<file path="src/rtl/core/krs_pkg.sv">
// Shared types and constants for the key record search scanner.
`default_nettype none

package krs_pkg;

  localparam logic [15:0] MasterKeyPlace = 16'h8000;
  localparam logic [15:0] RecordBytes    = 16'd8;
  localparam logic [7:0]  MarkUsed       = 8'h01;
  localparam logic [7:0]  MarkEnd        = 8'hFF;
  localparam logic [15:0] NoFree         = 16'h0001;
  localparam logic [2:0]  MismatchInit   = 3'd6;
  localparam logic [2:0]  LastBytePos    = 3'd7;

  localparam logic        ModeBegin      = 1'b0;

  localparam logic [1:0]  CfgKeyValue    = 2'd0;
  localparam logic [1:0]  CfgStartAddr   = 2'd1;
  localparam logic [1:0]  CfgSearchLimit = 2'd2;

  typedef enum logic [2:0] {
    StEmpty       = 3'd0,
    StFound       = 3'd1,
    StLimitHigh   = 3'd2,
    StStartBeyond = 3'd3,
    StExhausted   = 3'd4
  } status_e;

  typedef struct packed {
    logic [15:0] rec_addr;
    logic [2:0]  byte_pos;
    logic [2:0]  mis_cnt;
    logic [15:0] free_addr;
    logic        searching;
  } scan_state_t;

  typedef struct packed {
    status_e     status;
    logic [15:0] found_addr;
    logic [15:0] free_addr;
  } scan_res_t;

endpackage

`default_nettype wire

</file>
<file path="src/rtl/core/krs_step.sv">
// Next-state and result logic for one request of the record scanner.
`default_nettype none

module krs_step import krs_pkg::*; (
  input  wire logic        mode_i,
  input  wire logic [7:0]  data_byte_i,
  input  wire logic [63:0] key_value_i,
  input  wire logic [15:0] start_addr_i,
  input  wire logic [15:0] search_limit_i,
  input  wire scan_state_t state_i,
  output scan_state_t      state_o,
  output logic             res_valid_o,
  output scan_res_t        res_o
);

  logic [7:0]  key_byte;
  logic [15:0] next_rec;

  // key byte at the current position within the record
  assign key_byte = key_value_i[{state_i.byte_pos, 3'b000} +: 8];
  assign next_rec = state_i.rec_addr + RecordBytes;

  always_comb begin
    state_o        = state_i;
    res_valid_o    = 1'b0;
    res_o.status   = StEmpty;
    res_o.found_addr = state_i.rec_addr;
    res_o.free_addr  = state_i.free_addr;

    if (mode_i == ModeBegin) begin
      state_o.searching = 1'b0;
      if (search_limit_i >= MasterKeyPlace) begin
        res_valid_o      = 1'b1;
        res_o.status     = StLimitHigh;
        res_o.found_addr = start_addr_i;
      end else if (start_addr_i > search_limit_i) begin
        res_valid_o      = 1'b1;
        res_o.status     = StStartBeyond;
        res_o.found_addr = start_addr_i;
      end else begin
        state_o.free_addr = NoFree;
        state_o.rec_addr  = start_addr_i;
        state_o.byte_pos  = '0;
        state_o.mis_cnt   = MismatchInit;
        res_o.free_addr   = NoFree;
        res_o.found_addr  = start_addr_i;
        if (start_addr_i >= search_limit_i) begin
          res_valid_o  = 1'b1;
          res_o.status = StExhausted;
        end else begin
          state_o.searching = 1'b1;
        end
      end
    end else if (state_i.searching) begin
      if (state_i.byte_pos == '0) begin
        // marker byte
        state_o.mis_cnt  = MismatchInit;
        state_o.byte_pos = 3'd1;
        if (data_byte_i != MarkUsed) begin
          if (state_i.free_addr == NoFree) begin
            state_o.free_addr = state_i.rec_addr;
            res_o.free_addr   = state_i.rec_addr;
          end
          if (data_byte_i == MarkEnd) begin
            state_o.searching = 1'b0;
            res_valid_o       = 1'b1;
            res_o.status      = StEmpty;
          end
        end
      end else if (state_i.byte_pos != LastBytePos) begin
        if (data_byte_i == key_byte && state_i.mis_cnt != '0) begin
          state_o.mis_cnt = state_i.mis_cnt - 3'd1;
        end
        state_o.byte_pos = state_i.byte_pos + 3'd1;
      end else if (data_byte_i == key_byte && state_i.mis_cnt == '0) begin
        state_o.searching = 1'b0;
        res_valid_o       = 1'b1;
        res_o.status      = StFound;
      end else begin
        state_o.rec_addr = next_rec;
        state_o.byte_pos = '0;
        state_o.mis_cnt  = MismatchInit;
        res_o.found_addr = next_rec;
        if (next_rec >= search_limit_i) begin
          state_o.searching = 1'b0;
          res_valid_o       = 1'b1;
          res_o.status      = StExhausted;
        end
      end
    end
  end

endmodule

`default_nettype wire

</file>
<file path="src/rtl/core/key_record_search_scanner_top.sv">
// Results are registered in the output register, or in the skid entry while it is held.
// Throughput: one request per cycle while in_stall_o is low; state updates on acceptance.
// A two-entry output stage (result register plus skid) keeps input and output apart;
// the input stalls only while the skid entry is occupied.
// Reset (rst_ni low, asynchronous) clears config and flags, idles scan, first-free to 1.
`default_nettype none

module key_record_search_scanner_top import krs_pkg::*; (
  input  wire logic        clk_i,
  input  wire logic        rst_ni,
  input  wire logic        in_valid_i,
  output logic             in_stall_o,
  input  wire logic        mode_i,
  input  wire logic [7:0]  data_byte_i,
  output logic             out_valid_o,
  input  wire logic        out_stall_i,
  output logic [2:0]       status_o,
  output logic [15:0]      found_address_o,
  output logic [15:0]      first_free_address_o,
  input  wire logic        cfg_we_i,
  input  wire logic [1:0]  cfg_index_i,
  input  wire logic [63:0] cfg_data_i
);

  logic [63:0] key_q;
  logic [15:0] start_q;
  logic [15:0] limit_q;

  scan_state_t state_q, state_d;
  logic        res_valid;
  scan_res_t   res;

  logic        out_valid_q, skid_valid_q;
  scan_res_t   out_q, skid_q;
  logic        in_acc, out_pop, produce;

  assign in_stall_o = skid_valid_q;
  assign in_acc     = in_valid_i && !skid_valid_q;
  assign out_pop    = out_valid_q && !out_stall_i;
  assign produce    = in_acc && res_valid;

  krs_step u_step (
    .mode_i         (mode_i),
    .data_byte_i    (data_byte_i),
    .key_value_i    (key_q),
    .start_addr_i   (start_q),
    .search_limit_i (limit_q),
    .state_i        (state_q),
    .state_o        (state_d),
    .res_valid_o    (res_valid),
    .res_o          (res)
  );

  always_ff @(posedge clk_i or negedge rst_ni) begin
    if (!rst_ni) begin
      key_q   <= '0;
      start_q <= '0;
      limit_q <= '0;
    end else if (cfg_we_i) begin
      case (cfg_index_i)
        CfgKeyValue:    key_q   <= cfg_data_i;
        CfgStartAddr:   start_q <= cfg_data_i[15:0];
        CfgSearchLimit: limit_q <= cfg_data_i[15:0];
        default: ;
      endcase
    end
  end

  always_ff @(posedge clk_i or negedge rst_ni) begin
    if (!rst_ni) begin
      state_q.rec_addr  <= '0;
      state_q.byte_pos  <= '0;
      state_q.mis_cnt   <= MismatchInit;
      state_q.free_addr <= NoFree;
      state_q.searching <= 1'b0;
    end else if (in_acc) begin
      state_q <= state_d;
    end
  end

  // output register with skid entry
  always_ff @(posedge clk_i or negedge rst_ni) begin
    if (!rst_ni) begin
      out_valid_q  <= 1'b0;
      skid_valid_q <= 1'b0;
    end else begin
      if (skid_valid_q) begin
        if (out_pop) begin
          out_valid_q  <= 1'b1;
          skid_valid_q <= 1'b0;
        end
      end else if (produce) begin
        if (!out_valid_q || out_pop) begin
          out_valid_q <= 1'b1;
        end else begin
          skid_valid_q <= 1'b1;
        end
      end else if (out_pop) begin
        out_valid_q <= 1'b0;
      end
    end
  end

  always_ff @(posedge clk_i) begin
    if (skid_valid_q) begin
      if (out_pop) begin
        out_q <= skid_q;
      end
    end else if (produce) begin
      if (!out_valid_q || out_pop) begin
        out_q <= res;
      end else begin
        skid_q <= res;
      end
    end
  end

  assign out_valid_o          = out_valid_q;
  assign status_o             = out_q.status;
  assign found_address_o      = out_q.found_addr;
  assign first_free_address_o = out_q.free_addr;

endmodule

`default_nettype wire
</file>
<file path="config.mk">
export PLATFORM = sky130hd
export DESIGN_NAME = key_record_search_scanner_top
export DESIGN_NICKNAME = d
export VERILOG_FILES = /design/src/rtl/core/krs_pkg.sv /design/src/rtl/core/krs_step.sv /design/src/rtl/core/key_record_search_scanner_top.sv
export SDC_FILE = /design/constraint.sdc
export NUM_CORES = 1
export LEC_CHECK = 0
export BUFFER_PORTS_ARGS = -buffer_cell sky130_fd_sc_hd__buf_2
export CAP_MARGIN = 25
export CORE_MARGIN = 3
export CORE_UTILIZATION = 54
export CTS_CLUSTER_SIZE = 16
export DETAILED_ROUTE_END_ITERATION = 10
export HOLD_SLACK_MARGIN = 0.06
export PLACE_DENSITY_LB_ADDON = 0.12
export SYNTH_ARGS = -nofsm -noshare
export SYNTH_HDL_FRONTEND = slang
export SYNTH_HIERARCHICAL = 1
export SYNTH_SLANG_ARGS = --single-unit
</file>
<file path="constraint.sdc">
create_clock -name clk_i -period 4.8 [get_ports clk_i]
set_input_delay 1.2 -clock clk_i [delete_from_list [all_inputs] [get_ports clk_i]]
set_output_delay 1.2 -clock clk_i [all_outputs]
set_load 0.005 [all_outputs]
</file>
* Yosys cells after proc, flatten, opt, wreduce, memory -nomap -nowiden *
Index checks and enable logic that the tools add are counted.

word-level totals
  input port bits = 80
  output and inout bits = 37
  flip-flop bits (word level) = 207

operators by class
  shift operators = 1
  order comparisons = 4
  muxes and demuxes = 58
  add/subtract/negate cells = 3
  equality and inequality tests = 19
  reduce and logical (&&, ||, !) cells = 26
  bitwise logic cells = 2

operator list
  cell                     number
  $mux W35                 6
  $mux W16                 10
  $mux W39                 4
  $shiftx A64 B7 Y8        1
  $mux W19                 3
  $ge A16 B16 Y1           2
  $mux W1                  26
  $mux W22                 1
  $mux W17                 1
  $add A16 B4 Y16 const B  1
  $eq A16 B1 Y1 const B    1
  $ge A16 B16 Y1 const B   1
  $gt A16 B16 Y1           1
  $mux W3                  5
  $mux W6                  2
  $reduce_and A6 Y1        2
  $ne A2 B2 Y1 const B     5
  $reduce_and A3 Y1        3
  $eq A8 B8 Y1             1
  $eq A8 B8 Y1 const B     1
  $ne A2 B1 Y1 const B     4
  $ne A8 B1 Y1 const B     1
  $reduce_and A7 Y1        1
  $logic_not A3 Y1         2
  other kinds (17)         28

* Depth between registers and ports, before layout *
  depth after elaboration = 11
  mapped depth = 17
  depth with buffers taken out = 15

* By module *
Netlist, hierarchy kept.

modules (own cells, without submodules)
  module                         area each (um2)  cells each  times used
  key_record_search_scanner_top  7677.4           407         1
  krs_step                       3479.6           476         1

* Worst setup path before layout *
No wires, ideal clock.

  kind = register to register
  from = reg state_q[26] (netlist name)
  to = reg out_q (netlist bit first_free_address_o[0]), enable pin
  path slack = -0.487 ns
  data arrival time = 4.844 ns
  required time = 4.357 ns
  clock period less this slack = 5.287 ns
  stages on the path, launching flop included = 14
  path through = dfrtp_1 > ha_1 > nand3_1 > or4_1 > clkbuf_1 > or2_2 > xnor2_1 > ha_1 > nand4_1 > o31ai_1 > a221oi_1 > o22ai_1 > nand3b_1 > a22oi_1

between the ends
  longest elaborated chain between the ends = 11

RTL lines
  item                          line                                  text
  from (decl)                   key_record_search_scanner_top.sv:29   scan_state_t state_q, state_d;
  from (signal assigned)        key_record_search_scanner_top.sv:77   state_q <= state_d;
  $add A16 B4 Y16               krs_step.sv:21                        assign next_rec = state_i.rec_addr + RecordBytes;
  $ge A16 B16 Y1                krs_step.sv:84                        if (next_rec >= search_limit_i) begin
  $mux W1                       krs_step.sv:84
  $mux W1                       krs_step.sv:75                        end else if (data_byte_i == key_byte && state_i.mis_cnt == '0) begin
  $mux W1                       krs_step.sv:70                        end else if (state_i.byte_pos != LastBytePos) begin
  $mux W1                       krs_step.sv:55                        if (state_i.byte_pos == '0) begin
  $mux W1                       krs_step.sv:54                        end else if (state_i.searching) begin
  $mux W1                       krs_step.sv:30                        if (mode_i == ModeBegin) begin
  via res_valid                 key_record_search_scanner_top.sv:30   logic res_valid;
  $logic_and A1 B1 Y1           key_record_search_scanner_top.sv:40   assign produce = in_acc && res_valid;
  $reduce_bool A2 Y1 (no line)  n/a
  $reduce_and A3 Y1 (no line)   n/a
  to (signal assigned)          key_record_search_scanner_top.sv:107  out_q <= skid_q;
  to (signal assigned)          key_record_search_scanner_top.sv:111  out_q <= res;
  to (decl)                     key_record_search_scanner_top.sv:34   scan_res_t out_q, skid_q;

The timed path passes the listed nets, and every way through them passes these cells.
A chain may end at the register's enable or synchronous reset.

* Worst setup path in the final report *
  from = reg state_q[27] (netlist name)
  to = reg out_q (netlist bit first_free_address_o[13]), enable pin

The elaborated chain is that of the path after synthesis.

==> qor.csv <==
metric,value,unit
worst setup path start,state_q[27],
synthesized netlist net count,1001,
number of buffers on the longest clock path,3,
Worst-Skew Late Latency,500,ps
Max-Cap Viols,0,
nets@finish,1086,
synth-to-layout area growth,12.2,%
number of I/O pins,117,
number of global-route vias before repair,7152,
count of fill cells added during filler insertion,1615,
count of H-tree levels built during CTS,1,
worst min-delay path class,reg2reg,
most frequent cell after synthesis,mux2_2,
number of buffers inserted by hold repair at cts,0,
area of the die,22400,µm²
Clock Skew,7.66,ps
Final Max Tran Viols,0,
die height,150,µm
DRT Pass-1 Iters,5,
final worst setup slack,279,ps
final-report hold violation count,0,
Worst Path Required,4990,ps
slowest library cell on the worst path,or4_1,
transition time of the tightest slew-check pin,860,ps
number of endpoints failing setup at the final stage,0,
global-route usage over all layers,22.7,%
drc violations,0,
minimum setup slack among reg-to-reg paths,280,ps
async set or reset register ratio after synthesis,66.2,%
HPWL after detailed placement,18400,µm
period utilisation layout,94.2,%
total congestion overflow after global routing,0,
number of flops mapped to enable cells by yosys,70,
global-route met2 utilization,35.4,%
drt first-iter violations,564,
post-synthesis cell type with the largest combined area,dfrtp_1,
Worst VDD drop,0.313,mV
post-CTS sizing,0,
number of instances in the synthesized netlist,883,
cell seen most often among critical-path stages,ha_1,
total CTS buffers,23,
Critical Setup Path Class,reg2reg,
post-detailed-route count of antenna-violating nets,0,
clock tree from TritonCTS,yes,
Yosys warning total,6,
main area contributors after synthesis,"dfrtp_1 30%, edfxtp_1 19%, mux2_2 17%",
number of buffers added on ports,116,
routed wirelength normalized by instance count,20.5,µm
leakage power summed over all cells,5.13,nW
startpoint type of the worst setup path,flop,
dominant register cell in the synthesized netlist,dfrtp_1,
met3 track demand over resource in global routing,3.76,%
list of most frequent post-synthesis cells,"169 x mux2_2, 134 x dfrtp_1, 70 x edfxtp_1",
fraction of the yosys area taken by sequential cells,49.6,%
clock transition at the registers of the reported paths,60,ps
grt met1 use,33.1,%
fin cells,1249,
vias after detailed routing,7460,
final design utilization,62.9,%
time the final worst path needs with I/O delays and setup,4520,ps
initial standard-cell utilization of the core,56.0,%
status,"complete, no violations",
distinct cell type count after synthesis,71,
summed negative setup slack over all endpoints,0,ps
endpoint class of the critical path,flop,
cell chosen for the clock root,clkbuf_16,
global-route wire length before repair,39700,µm
Via density,5.97,
power per standard cell area,533,nW/µm²
fraction of layout instances using a drive strength above 1,37.1,%
cell area after synthesis,11200,µm²
Row Count,51,
timing-limited maximum frequency,0.221,GHz
antenna violations before repair,1,
highest net fanout along the worst path,35,
count of inserted antenna diode cells,0,
placed cell count,1207,
CP cell instances,ha_1 -> nand3_1 -> or4_1 -> or2_2 -> xnor2_1 -> ha_1 -> nand4_1 -> o31ai_1 -> a221oi_1 -> o22ai_1 -> nand3b_1 -> a22oi_2 -> buf_12,
area share of the largest cell type after synthesis,30.1,%
minimum setup slack after placement,343,ps
startpoint of the worst hold path,key_q[32],
Rel. slew slack,42.7,%
Post-CTS Setup Bufs,0,
die boundary width,150,µm
post-detailed-routing wire length,25600,µm
number of flip-flops and latches in the synthesized netlist,207,
number of clock sinks,207,
largest net degree at the start of global routing,107,
largest stage delay on the critical path,700,ps
highest-utilization routing layer at the global route stage,met2,
reg2reg start,state_q[27],
routability cong.,0.828,
Critical Path AT,4710,ps
mean instance size in the synthesized netlist,12.6,µm²
core box area,19900,µm²
unrepaired setup endpoints after global routing,false,
==> worst paths after layout <==
path                                                 end  cells past startpoint
worst min-delay path                           key_q[32]                      1
worst max-delay path            first_free_address_o[13]                     13
min in group asynchronous                     start_q[8]                      1
max in group asynchronous                      key_q[45]                      2
worst min register to register                 key_q[32]                      1
worst max register to register  first_free_address_o[13]                     13
==> worst max-delay path: cells and delay by family, from the launching register on <==
family | cells | cell delay [ps]
and+or+nand+nor | 5 | 1580
AOI/OAI and AO/OA | 4 | 1210
DFF | 1 | 460
buffers and inverters | 1 | 240
xor gates and xnor gates | 1 | 140
adders and majority gates | 2 | 560
==> flip-flops by register name, indices dropped and copies added, names as in the netlist <==
register and cells:
first_free_address_o 16, found_address_o 16, in_stall_o 1, key_q 64, limit_q 16, out_valid_o 1, skid_q 35, start_q 16
state_q 39, status_o 3
==> cell families (layout without fill, tap and decap cells) <==
logic type      after synthesis  in the layout  share of synthesized area [%]
flops                       207            207                           49.6
mux                         204            204                           21.8
simple gates                157            157                           8.20
compound gates              149            149                           9.29
buf+inv                     111            212                           5.55
fa+ha+maj                    38             38                           4.26
xor+xnor                     17             17                           1.33
==> area by class of cell <==
type	count	area [µm²]	share of cell area (%)
Multi-Input combinational cell	565	5030	40.2
Clock buffer	30	622	4.97
Timing Repair Buffer	134	754	6.03
Sequential cell	207	5530	44.2
Inverter	37	139	1.11
Clock inverter	11	106	0.850
Tap cell	265	332	2.65
==> power breakdown <==
group | leakage, nW | total (W) | switching [W] | internal [W]
Sequential | 2.30 | 0.00281 | 0.000473 | 0.00234
Combinational | 2.48 | 0.00215 | 0.00106 | 0.00109
Clock | 0.353 | 0.00171 | 0.000693 | 0.00102
Total | 5.13 | 0.00667 | 0.00222 | 0.00445
==> routing by layer <==
layer,up-vias,wire length [µm],part of all wire (%)
met3,39,1460,5.7
met1,3676,11700,46
met2,243,11800,46
met4,2,597,2.3
li1,3500,-,-
met5,-,13,0.051
==> cell usage in the layout (no fill, tap or decap), types with 23 or more instances in the layout <==
master     Yosys  routed
edfxtp_1      70      70
mux2_2       169     169
dfrtp_1      134     134
ha_1          38      38
buf_2         12     115
clkbuf_16      0      23
nand2_1       31      31
a21oi_1       29      29
o21ai_0       23      23
inv_1         37      37
==> stage by stage <==
stage / cell area [µm²] / hold slack [ps] / total power [W]
floorplan: 11200 / 449 / 0.00439
global placement: 11800 / 465 / 0.00493
detailed placement: 11800 / 473 / 0.00498
CTS: 12500 / 486 / 0.00671
global route: 12500 / 495 / 0.00706
finish: 12500 / 480 / 0.00667
(Power assumes the default switching activity.)
